`src/design/efop_pkg.sv`:
```
// Package with the shared types, codes and constants of the electronic fuse controller.
`default_nettype none
package efop_pkg;

	localparam int AdcBits  = 12;
	localparam int DtW      = 16;
	localparam int QualW    = 16;
	localparam int OcTimeW  = 17;
	localparam int TripW    = 16;
	localparam int CfgDataW = 16;

	typedef logic [1:0] opcode_t;
	localparam opcode_t OP_SAMPLE = 2'd0;
	localparam opcode_t OP_ENABLE = 2'd1;
	localparam opcode_t OP_RESET  = 2'd2;
	localparam opcode_t OP_STATUS = 2'd3;

	typedef logic [1:0] pwr_t;
	localparam pwr_t PWR_OFF   = 2'd0;
	localparam pwr_t PWR_ON    = 2'd1;
	localparam pwr_t PWR_FAULT = 2'd2;

	typedef logic [1:0] fault_t;
	localparam fault_t FC_NONE        = 2'd0;
	localparam fault_t FC_THERMAL     = 2'd1;
	localparam fault_t FC_SHORT       = 2'd2;
	localparam fault_t FC_OVERCURRENT = 2'd3;

	typedef logic [1:0] cfg_idx_t;
	localparam cfg_idx_t CFG_OC_THRESH    = 2'd0;
	localparam cfg_idx_t CFG_SHORT_THRESH = 2'd1;
	localparam cfg_idx_t CFG_QUALIFY      = 2'd2;

	localparam logic [AdcBits-1:0] OcThreshRst    = 12'd1986;
	localparam logic [AdcBits-1:0] ShortThreshRst = 12'd3723;
	localparam logic [QualW-1:0]   QualifyRst     = 16'd50;
	localparam logic [OcTimeW-1:0] OcTimeMax      = 17'h1FFFF;
	localparam logic [TripW-1:0]   TripMax        = 16'hFFFF;

	typedef struct packed {
		logic load;
		logic update;
		logic decide;
		logic emit;
	} ctrl_cmd_t;

	typedef struct packed {
		logic sample_go;
		logic div_done;
		logic out_free;
	} ctrl_sts_t;

endpackage
`default_nettype wire

```
`src/design/efop_if.sv`:
```
// Request and response channel interfaces of the electronic fuse controller.
`default_nettype none
interface efop_req_if;
	import efop_pkg::*;
	logic                 valid;
	logic                 ready;
	opcode_t              opcode;
	logic [AdcBits-1:0]   adc_code;
	logic [DtW-1:0]       elapsed_ms;
	logic                 over_temp;
	modport source (output valid, opcode, adc_code, elapsed_ms, over_temp, input ready);
	modport sink   (input valid, opcode, adc_code, elapsed_ms, over_temp, output ready);
endinterface

interface efop_rsp_if;
	import efop_pkg::*;
	logic                 valid;
	logic                 ready;
	pwr_t                 power_state;
	fault_t               fault_code;
	logic [AdcBits-1:0]   average_code;
	logic [OcTimeW-1:0]   overcurrent_time;
	logic [TripW-1:0]     trip_count;
	modport source (output valid, power_state, fault_code, average_code, overcurrent_time,
		trip_count, input ready);
	modport sink   (input valid, power_state, fault_code, average_code, overcurrent_time,
		trip_count, output ready);
endinterface
`default_nettype wire

```
`src/design/efuse_overcurrent_protector_top.sv`:
```
// Top level of the electronic fuse overcurrent protection controller.
//
// Each request on req carries an opcode (sample, enable, reset fault, status read),
// an ADC code, the milliseconds since the last sample and a thermal flag. Every
// request produces exactly one status response on rsp, showing the fuse state after
// the request. The user must write thresholds and the qualification time on the cfg
// port only while no request is outstanding; the block itself does not enforce it.
// A sample taken while the fuse is on updates a WINDOW-entry ring and divides the
// running sum by the fill count in a one-bit-per-cycle divider before the decide
// and emit states; all other requests go from acceptance straight to those states.
// One request is handled at a time; the response register lets the next request be
// accepted while the previous response still waits. If rsp stalls, the block holds
// its finished response, still takes the next request and works it up to its own
// response, and then takes no further request until the held response is taken.
// Reset loads the default thresholds, clears the filter, the fault, the timers and
// the trip counter and leaves the fuse off.
`default_nettype none
module efuse_overcurrent_protector_top #(
	parameter int WINDOW = 8
) (
	input  logic                          clk,
	input  logic                          arst_n,
	input  logic                          cfg_we,
	input  efop_pkg::cfg_idx_t            cfg_index,
	input  logic [efop_pkg::CfgDataW-1:0] cfg_data,
	efop_req_if.sink                      req,
	efop_rsp_if.source                    rsp
);
	import efop_pkg::*;

	ctrl_cmd_t cmd;
	ctrl_sts_t sts;

	efop_ctrl u_ctrl (
		.clk       (clk),
		.arst_n    (arst_n),
		.req_valid (req.valid),
		.sts       (sts),
		.req_ready (req.ready),
		.cmd       (cmd)
	);

	efop_dp #(
		.WINDOW (WINDOW)
	) u_dp (
		.clk                  (clk),
		.arst_n               (arst_n),
		.cfg_we               (cfg_we),
		.cfg_index            (cfg_index),
		.cfg_data             (cfg_data),
		.req_opcode           (req.opcode),
		.req_adc_code         (req.adc_code),
		.req_elapsed_ms       (req.elapsed_ms),
		.req_over_temp        (req.over_temp),
		.rsp_ready            (rsp.ready),
		.cmd                  (cmd),
		.sts                  (sts),
		.rsp_valid            (rsp.valid),
		.rsp_power_state      (rsp.power_state),
		.rsp_fault_code       (rsp.fault_code),
		.rsp_average_code     (rsp.average_code),
		.rsp_overcurrent_time (rsp.overcurrent_time),
		.rsp_trip_count       (rsp.trip_count)
	);
endmodule
`default_nettype wire

```
`src/design/efop_div.sv`:
```
// Restoring divider, one quotient bit per cycle, for the moving-average filter.
`default_nettype none
module efop_div #(
	parameter int SumW = 15,
	parameter int CntW = 4,
	parameter int QuoW = 12
) (
	input  logic            clk,
	input  logic            arst_n,
	input  logic            start,
	input  logic [SumW-1:0] dividend,
	input  logic [CntW-1:0] divisor,
	output logic [QuoW-1:0] quotient,
	output logic            done
);
	localparam int IterW = (SumW > 1) ? $clog2(SumW) : 1;

	logic [SumW-1:0]  quo_q;
	logic [CntW-1:0]  rem_q;
	logic [CntW-1:0]  div_q;
	logic [IterW-1:0] cnt_q;
	logic             busy_q;
	logic             done_q;
	logic [CntW:0]    trial;
	logic             take;
	logic [CntW:0]    diff;

	assign trial = {rem_q, quo_q[SumW-1]};
	assign take  = (trial >= {1'b0, div_q});
	assign diff  = trial - {1'b0, div_q};

	always_ff @(posedge clk or negedge arst_n) begin
		if (!arst_n) begin
			busy_q <= 1'b0;
			done_q <= 1'b0;
			cnt_q  <= '0;
		end else begin
			done_q <= busy_q && (cnt_q == '0);
			if (start) begin
				busy_q <= 1'b1;
				cnt_q  <= IterW'(SumW - 1);
			end else if (busy_q) begin
				if (cnt_q == '0) begin
					busy_q <= 1'b0;
				end else begin
					cnt_q <= cnt_q - 1'b1;
				end
			end
		end
	end

	always_ff @(posedge clk) begin
		if (start) begin
			quo_q <= dividend;
			rem_q <= '0;
			div_q <= divisor;
		end else if (busy_q) begin
			quo_q <= {quo_q[SumW-2:0], take};
			rem_q <= take ? diff[CntW-1:0] : trial[CntW-1:0];
		end
	end

	assign quotient = quo_q[QuoW-1:0];
	assign done     = done_q;
endmodule
`default_nettype wire

```
`src/design/efop_dp.sv`:
```
// Datapath: configuration, sample ring, running sum, fault logic and response register.
`default_nettype none
module efop_dp #(
	parameter int WINDOW = 8
) (
	input  logic                            clk,
	input  logic                            arst_n,
	input  logic                            cfg_we,
	input  efop_pkg::cfg_idx_t              cfg_index,
	input  logic [efop_pkg::CfgDataW-1:0]   cfg_data,
	input  efop_pkg::opcode_t               req_opcode,
	input  logic [efop_pkg::AdcBits-1:0]    req_adc_code,
	input  logic [efop_pkg::DtW-1:0]        req_elapsed_ms,
	input  logic                            req_over_temp,
	input  logic                            rsp_ready,
	input  efop_pkg::ctrl_cmd_t             cmd,
	output efop_pkg::ctrl_sts_t             sts,
	output logic                            rsp_valid,
	output efop_pkg::pwr_t                  rsp_power_state,
	output efop_pkg::fault_t                rsp_fault_code,
	output logic [efop_pkg::AdcBits-1:0]    rsp_average_code,
	output logic [efop_pkg::OcTimeW-1:0]    rsp_overcurrent_time,
	output logic [efop_pkg::TripW-1:0]      rsp_trip_count
);
	import efop_pkg::*;

	localparam int PosW = (WINDOW > 1) ? $clog2(WINDOW) : 1;
	localparam int CntW = $clog2(WINDOW + 1);
	localparam int SumW = AdcBits + ((WINDOW > 1) ? $clog2(WINDOW) : 0);

	logic [AdcBits-1:0] oc_thresh_q;
	logic [AdcBits-1:0] short_thresh_q;
	logic [QualW-1:0]   qualify_q;

	opcode_t            op_q;
	logic [AdcBits-1:0] code_q;
	logic [DtW-1:0]     dt_q;
	logic               thermal_q;

	logic [AdcBits-1:0] ring_mem [WINDOW];
	logic [AdcBits-1:0] rd_q;
	logic [PosW-1:0]    wp_q;
	logic [CntW-1:0]    fill_q;
	logic [SumW-1:0]    sum_q;

	pwr_t               state_q;
	fault_t             fault_q;
	logic [AdcBits-1:0] avg_q;
	logic [OcTimeW-1:0] oc_q;
	logic [TripW-1:0]   trip_q;
	logic               out_valid_q;

	logic [AdcBits-1:0] old_code;
	logic [SumW-1:0]    sum_next;
	logic [CntW-1:0]    fill_next;
	logic [PosW-1:0]    wp_next;
	logic [AdcBits-1:0] quotient;
	logic               div_done;

	logic [OcTimeW:0]   oc_sum;
	logic [OcTimeW-1:0] oc_sat;
	fault_t             fault_new;
	pwr_t               state_d;
	fault_t             fault_d;
	logic [AdcBits-1:0] avg_d;
	logic [OcTimeW-1:0] oc_d;
	logic [TripW-1:0]   trip_d;

	// An entry not yet written since reset reads as zero; the fill count tells which.
	assign old_code  = (fill_q == CntW'(WINDOW)) ? rd_q : '0;
	assign sum_next  = sum_q - SumW'(old_code) + SumW'(code_q);
	assign fill_next = (fill_q == CntW'(WINDOW)) ? fill_q : fill_q + 1'b1;
	assign wp_next   = (wp_q == PosW'(WINDOW - 1)) ? '0 : wp_q + 1'b1;

	efop_div #(
		.SumW (SumW),
		.CntW (CntW),
		.QuoW (AdcBits)
	) u_div (
		.clk      (clk),
		.arst_n   (arst_n),
		.start    (cmd.update),
		.dividend (sum_next),
		.divisor  (fill_next),
		.quotient (quotient),
		.done     (div_done)
	);

	assign oc_sum = {1'b0, oc_q} + (OcTimeW + 1)'(dt_q);
	assign oc_sat = (oc_sum > {1'b0, OcTimeMax}) ? OcTimeMax : oc_sum[OcTimeW-1:0];

	always_comb begin
		state_d   = state_q;
		fault_d   = fault_q;
		avg_d     = avg_q;
		oc_d      = oc_q;
		trip_d    = trip_q;
		fault_new = FC_NONE;
		unique case (op_q)
			OP_SAMPLE: begin
				if (state_q == PWR_ON) begin
					avg_d = quotient;
					priority if (thermal_q) begin
						fault_new = FC_THERMAL;
					end else if (quotient >= short_thresh_q) begin
						fault_new = FC_SHORT;
					end else if (quotient >= oc_thresh_q) begin
						oc_d = oc_sat;
						if (oc_sat >= OcTimeW'(qualify_q)) begin
							fault_new = FC_OVERCURRENT;
						end
					end else begin
						oc_d = '0;
					end
				end
			end
			OP_ENABLE: begin
				if (fault_q == FC_NONE) begin
					state_d = PWR_ON;
				end
			end
			OP_RESET: begin
				state_d = PWR_OFF;
				fault_d = FC_NONE;
				oc_d    = '0;
			end
			OP_STATUS: begin
			end
		endcase
		if (fault_new != FC_NONE) begin
			fault_d = fault_new;
			state_d = PWR_FAULT;
			trip_d  = (trip_q == TripMax) ? trip_q : trip_q + 1'b1;
		end
	end

	always_ff @(posedge clk or negedge arst_n) begin
		if (!arst_n) begin
			oc_thresh_q    <= OcThreshRst;
			short_thresh_q <= ShortThreshRst;
			qualify_q      <= QualifyRst;
			wp_q           <= '0;
			fill_q         <= '0;
			sum_q          <= '0;
			state_q        <= PWR_OFF;
			fault_q        <= FC_NONE;
			avg_q          <= '0;
			oc_q           <= '0;
			trip_q         <= '0;
			out_valid_q    <= 1'b0;
		end else begin
			if (cfg_we) begin
				unique case (cfg_index)
					CFG_OC_THRESH:    oc_thresh_q    <= cfg_data[AdcBits-1:0];
					CFG_SHORT_THRESH: short_thresh_q <= cfg_data[AdcBits-1:0];
					CFG_QUALIFY:      qualify_q      <= cfg_data[QualW-1:0];
					default: begin
					end
				endcase
			end
			if (cmd.update) begin
				wp_q   <= wp_next;
				fill_q <= fill_next;
				sum_q  <= sum_next;
			end
			if (cmd.decide) begin
				state_q <= state_d;
				fault_q <= fault_d;
				avg_q   <= avg_d;
				oc_q    <= oc_d;
				trip_q  <= trip_d;
			end
			if (cmd.emit) begin
				out_valid_q <= 1'b1;
			end else if (rsp_ready) begin
				out_valid_q <= 1'b0;
			end
		end
	end

	always_ff @(posedge clk) begin
		rd_q <= ring_mem[wp_q];
		if (cmd.update) begin
			ring_mem[wp_q] <= code_q;
		end
	end

	always_ff @(posedge clk) begin
		if (cmd.load) begin
			op_q      <= req_opcode;
			code_q    <= req_adc_code;
			dt_q      <= req_elapsed_ms;
			thermal_q <= req_over_temp;
		end
		if (cmd.emit) begin
			rsp_power_state      <= state_q;
			rsp_fault_code       <= fault_q;
			rsp_average_code     <= avg_q;
			rsp_overcurrent_time <= oc_q;
			rsp_trip_count       <= trip_q;
		end
	end

	assign sts.sample_go = (req_opcode == OP_SAMPLE) && (state_q == PWR_ON);
	assign sts.div_done  = div_done;
	assign sts.out_free  = !out_valid_q || rsp_ready;
	assign rsp_valid     = out_valid_q;
endmodule
`default_nettype wire

```
`src/design/efop_ctrl.sv`:
```
// Controller state machine that sequences each request through the datapath.
`default_nettype none
module efop_ctrl (
	input  logic                clk,
	input  logic                arst_n,
	input  logic                req_valid,
	input  efop_pkg::ctrl_sts_t sts,
	output logic                req_ready,
	output efop_pkg::ctrl_cmd_t cmd
);
	import efop_pkg::*;

	typedef enum logic [4:0] {
		ST_IDLE   = 5'b00001,
		ST_UPDATE = 5'b00010,
		ST_DIVIDE = 5'b00100,
		ST_DECIDE = 5'b01000,
		ST_EMIT   = 5'b10000
	} ctrl_state_t;

	ctrl_state_t state_q;
	ctrl_state_t state_d;

	always_comb begin
		state_d = state_q;
		cmd     = '0;
		unique case (state_q)
			ST_IDLE: begin
				if (req_valid) begin
					cmd.load = 1'b1;
					state_d  = sts.sample_go ? ST_UPDATE : ST_DECIDE;
				end
			end
			ST_UPDATE: begin
				cmd.update = 1'b1;
				state_d    = ST_DIVIDE;
			end
			ST_DIVIDE: begin
				if (sts.div_done) begin
					state_d = ST_DECIDE;
				end
			end
			ST_DECIDE: begin
				cmd.decide = 1'b1;
				state_d    = ST_EMIT;
			end
			ST_EMIT: begin
				if (sts.out_free) begin
					cmd.emit = 1'b1;
					state_d  = ST_IDLE;
				end
			end
			default: begin
				state_d = ST_IDLE;
			end
		endcase
	end

	always_ff @(posedge clk or negedge arst_n) begin
		if (!arst_n) begin
			state_q <= ST_IDLE;
		end else begin
			state_q <= state_d;
		end
	end

	assign req_ready = (state_q == ST_IDLE);
endmodule
`default_nettype wire

```
`src/flat_wrapper.sv`:
```
// flat-port wrapper written by rule: the top's interface ports become plain ports
module efuse_overcurrent_protector_top_flat import efop_pkg::*;
#(
	parameter int WINDOW = 8
)
  (clk, arst_n, cfg_we, cfg_index, cfg_data, req_valid, req_opcode, req_adc_code, req_elapsed_ms, req_over_temp, req_ready, rsp_valid, rsp_power_state, rsp_fault_code, rsp_average_code, rsp_overcurrent_time, rsp_trip_count, rsp_ready);
  efop_req_if req_i ();
  efop_rsp_if rsp_i ();
  input  logic clk;
  input  logic arst_n;
  input  logic cfg_we;
  input  efop_pkg::cfg_idx_t cfg_index;
  input  logic [efop_pkg::CfgDataW-1:0] cfg_data;
  input wire logic [$bits(req_i.valid)-1:0] req_valid;
  input wire logic [$bits(req_i.opcode)-1:0] req_opcode;
  input wire logic [$bits(req_i.adc_code)-1:0] req_adc_code;
  input wire logic [$bits(req_i.elapsed_ms)-1:0] req_elapsed_ms;
  input wire logic [$bits(req_i.over_temp)-1:0] req_over_temp;
  output wire logic [$bits(req_i.ready)-1:0] req_ready;
  output wire logic [$bits(rsp_i.valid)-1:0] rsp_valid;
  output wire logic [$bits(rsp_i.power_state)-1:0] rsp_power_state;
  output wire logic [$bits(rsp_i.fault_code)-1:0] rsp_fault_code;
  output wire logic [$bits(rsp_i.average_code)-1:0] rsp_average_code;
  output wire logic [$bits(rsp_i.overcurrent_time)-1:0] rsp_overcurrent_time;
  output wire logic [$bits(rsp_i.trip_count)-1:0] rsp_trip_count;
  input wire logic [$bits(rsp_i.ready)-1:0] rsp_ready;
  assign req_i.valid = req_valid;
  assign req_i.opcode = req_opcode;
  assign req_i.adc_code = req_adc_code;
  assign req_i.elapsed_ms = req_elapsed_ms;
  assign req_i.over_temp = req_over_temp;
  assign req_ready = req_i.ready;
  assign rsp_valid = rsp_i.valid;
  assign rsp_power_state = rsp_i.power_state;
  assign rsp_fault_code = rsp_i.fault_code;
  assign rsp_average_code = rsp_i.average_code;
  assign rsp_overcurrent_time = rsp_i.overcurrent_time;
  assign rsp_trip_count = rsp_i.trip_count;
  assign rsp_i.ready = rsp_ready;
  efuse_overcurrent_protector_top #(.WINDOW(WINDOW)) u_core (.clk(clk), .arst_n(arst_n), .cfg_we(cfg_we), .cfg_index(cfg_index), .cfg_data(cfg_data), .req(req_i), .rsp(rsp_i));
endmodule
```
`config.mk`:
```
export PLATFORM = sky130hd
export DESIGN_NAME = efuse_overcurrent_protector_top_flat
export DESIGN_NICKNAME = d
export VERILOG_FILES = /design/src/design/efop_pkg.sv /design/src/design/efop_if.sv /design/src/design/efuse_overcurrent_protector_top.sv /design/src/design/efop_div.sv /design/src/design/efop_dp.sv /design/src/design/efop_ctrl.sv /design/src/flat_wrapper.sv
export SDC_FILE = /design/constraint.sdc
export NUM_CORES = 1
export LEC_CHECK = 0
export CORE_UTILIZATION = 45
export CTS_BUF_LIST = sky130_fd_sc_hd__clkbuf_2
export DETAILED_ROUTE_END_ITERATION = 16
export DONT_BUFFER_PORTS = 1
export SYNTH_ARGS = -nofsm -noshare
export SYNTH_HDL_FRONTEND = slang
export SYNTH_SLANG_ARGS = --single-unit
```
`constraint.sdc`:
```
create_clock -name clk -period 5.75 [get_ports clk]
set_input_delay 0.2875 -clock clk [delete_from_list [all_inputs] [get_ports clk]]
set_output_delay 0.2875 -clock clk [all_outputs]
set_load 0.02 [all_outputs]
```
==> flow_summary.yaml <==
timing:
  timing.fmax_mhz: 199.2
  period_share_pct: 87.30
  clock_skew_ns: 0.05890
  timing.slew.headroom_pct: 31.12
  rsz0062_at_grt: "no"
  tightest_slew_ns: 1.033
  finalHoldViolations: 0
  report.final.slew_viol_count: 0
  setup_violations: 0
  period_minus_slack_ns: 5.020
  setup_tns_ns: 0
global_routing:
  grt_max_degree: 107
  grt_pass1_vias: 10260
  globalRouteOverflowTotal: 0
  antenna_found_initial: 1
  grt_first_pass_wirelength_mm: 53.69
  grt.total_usage_pct: 19.53
yosys:
  synthDistinctLibCells: 75
  syn_area_sq_mm: 0.01536
  yosys_warnings: 0
  async_flop_share_pct: 36.83
  synth_edf_count: 195
  yosysTopAreaCellShare_pct: 38.12
  synth_flop_cell: "edfxtp_1"
  synthCells: 1229
  syn_nets: 1378
  yosys.area.top_type: "edfxtp_1"
  avgSynthCellArea_sq_um: 12.50
  ys_seq_elements: 334
  synth_area_leaders: "edfxtp_1 38%, dfrtp_1 17%, ha_1 6.6%, nand2_1 3.3%, mux2_2 3.0%"
  ys_seq_area_share_pct: 60.38
floorplan:
  pin_count: 105
  fp.coreArea_sq_mm: 0.03353
  die_x_um: 186.8
  fp.dieH_um: 186.8
  dieArea_sq_mm: 0.03488
  start_util_pct: 45.81
  rows: 67
detailed_routing:
  wl_per_cell_um: 16.98
  drt-total-wl_mm: 32.72
  vias: 9966
  drtIter0Drc: 597
  first_pass_iters: 7
  antenna_left: 0
  vias_per_cell: 5.172
  remaining_drc_errors: 0
min_path:
  min_path_type: "input pin to register"
  hp-start: "rsp_ready"
  hold_path_depth: 3
pwr:
  ir_worst_vdd_v: 0.0002815
  powerDensity_mw_per_mm2: 360.3
  p_leak_nw: 7.594
placed_design:
  io_buffers: 0
  gp_congestion: 0.8714
  placed_cell_area_sq_mm: 0.01590
  hpwl_mm: 20.63
clock_tree:
  worst_skew_pair.late_latency_ns: 0.93
  clock_path_buffers: 3
  cts_resized: 0
  cts_root_buf: "clkbuf_2"
  ctsHoldBuffers: 114
  tritoncts: "yes"
  cts_made_buffers: 87
  path_clk_slew_ns: 0.11
  cts-htree-levels: 3
  clock-sinks: 334
  post_cts_buffers: 0
critical_path:
  crit_start: "u_core.u_dp.oc_q[8]$_DFFE_PN0P_"
  worstPathMaxFanout: 17
  cpMaxStageDelayCell: "nand2b_1"
  worstPathRequired_ns: 6.55
  cp_common_cell: "a21oi_1"
  crit_cells: 17
  end_kind: "register"
  r2r_start: "u_core.u_dp.oc_q[8]$_DFFE_PN0P_"
  cp_top_family: "compound AO/OA/AOI/OAI gates"
  reg2reg_depth: 17
  worstSetupPathType: "register to register"
  worstPathCellList: "ha_1, a21oi_1, nand2_1, o31a_1, a21oi_1, nand2b_1, nand2_1, ha_1, a21o_1, a21oi_1, o21ai_0, a2111oi_0, o21ai_0, a222oi_1, buf_4, nor2_1, mux2_2"
  start_kind: "register"
  cpPeakStageDelay_ns: 0.48
  ff2ff_setup_slack_ns: 0.73
  crit_buf_inv: 1
  cp.arrival_ns: 5.82
cells_and_area:
  fin_area_sq_mm: 0.01795
  multiInputGateArea_sq_mm: 0.005527
  n_fill_cell: 2915
  drive_above_1_share_pct: 16.44
  fin_nets: 1558
  fin_util_pct: 53.53
  area_growth_pct: 16.85
  seqCellArea_sq_mm: 0.009275
outcome:
  status: "finished clean"
flow_run:
  max_cap_viol_count: 0
## registers in the layout, indices dropped and copies added, names as in the netlist, 16 cells and up
signal                            cells
u_core.u_dp.rsp_overcurrent_time     17
u_core.u_dp.rsp_trip_count           16
u_core.u_dp.dt_q                     16
u_core.u_dp.oc_q                     17
u_core.u_dp.ring_mem                 96
u_core.u_dp.qualify_q                16
u_core.u_dp.trip_q                   16
## final timing paths
check / to
max: u_core.u_dp.trip_q[1]$_DFFE_PN0P_
min: u_core.u_dp.rsp_valid$_DFFE_PN0P_
max reg2reg: u_core.u_dp.trip_q[1]$_DFFE_PN0P_
min reg2reg: u_core.u_dp.rsp_average_code[0]$_DFFE_PP_
max in group asynchronous: u_core.u_dp.fill_q[2]$_DFFE_PN0P_
min in group asynchronous: u_core.u_dp.oc_thresh_q[7]$_DFFE_PN1P_
## layout make-up
class | instances | area share, %
sequential | 334 | 51.67
multi-input combinational | 740 | 30.79
timing repair buffer | 126 | 7.054
clock buffer | 129 | 3.597
tap | 448 | 3.123
inverter | 120 | 2.509
clock inverter | 29 | 1.241
antenna | 1 | 0.01394
## tightest hold or removal path: stages
cell and delay, ns:
dlygate4sd3_1 0.51, nand2b_1 0.17, nand2_1 0.07
## synth_stat cells (17+ instances only)
cell type and number:
a21o_1 17, a21oi_1 38, a22o_1 18, clkbuf_1 27
dfrtp_1 106, dfstp_2 17, edfxtp_1 195, ha_1 81
inv_1 119, mux2_2 41, nand2_1 137, nand3_1 20
nor2_1 53, o21ai_0 61, xnor2_1 18, xor2_1 23
## stage by stage
| stage | power, mW | worst slack [ns] | hold slack (ns) | std cells |
|---|---|---|---|---|
| after detailed placement | 4.662 | 0.8731 | -0.003551 | 1654 |
| after floorplan | 4.283 | 1.580 | -0.008091 | 1229 |
| final | 6.467 | 0.7302 | 0.1359 | 1927 |
| after global placement | 4.625 | 1.004 | -0.004056 | 1654 |
| after CTS | 6.554 | 0.8137 | 0.003494 | 1926 |
| after global routing | 6.926 | 0.4830 | 0.04625 | 1927 |
## kinds of logic (layout without fill, tap and decap cells)
logic type	Yosys count	after routing	synth area share (%)
flip-flops	334	334	60.38
AND/OR/NAND/NOR	324	324	10.39
AO/OA/AOI/OAI	220	220	9.685
buffers and inverters	155	404	3.893
adder cells (fa/ha/maj)	95	95	8.422
multiplexers	60	60	4.895
XOR/XNOR	41	41	2.338
other	0	1	0
## power breakdown
group / total [mW] / leakage, nW / switching (mW) / internal, mW
Combinational: 1.57 / 3.47 / 0.882 / 0.686
Clock: 1.74 / 0.645 / 0.964 / 0.780
Sequential: 3.16 / 3.48 / 0.231 / 2.93
## per-layer routing
metal | global-route usage [%] | wire, um
met5 | 0 | 0
met4 | 8.165 | 770
met3 | 4.683 | 1414
met2 | 31.27 | 15520
met1 | 25.46 | 15010
## placed cells by master, fill, tap and decap left out, types with 6 or more instances in the layout
cell type,Yosys,layout
a211o_1,6,6
a211oi_1,6,6
a21o_1,17,17
a21oi_1,38,38
a221oi_1,7,7
a22o_1,18,18
a22oi_1,8,8
and2_1,16,16
and3_1,15,14
buf_4,0,12
clkbuf_2,0,129
clkinv_1,1,19
dfrtp_1,106,106
dfstp_2,17,17
dfxtp_1,16,16
dlygate4sd3_1,0,112
edfxtp_1,195,195
fa_1,14,14
ha_1,81,81
inv_1,119,119
mux2_2,41,41
mux2i_1,11,11
mux4_2,8,8
nand2_1,137,137
nand2b_1,10,10
nand3_1,20,20
nand3b_1,6,6
nand4_1,6,6
nor2_1,53,53
nor2b_1,11,10
nor3_1,16,16
nor4_1,9,7
o21a_1,13,13
o21ai_0,61,61
or3_1,6,6
xnor2_1,18,18
xor2_1,23,23
(Power assumes the default switching activity.)
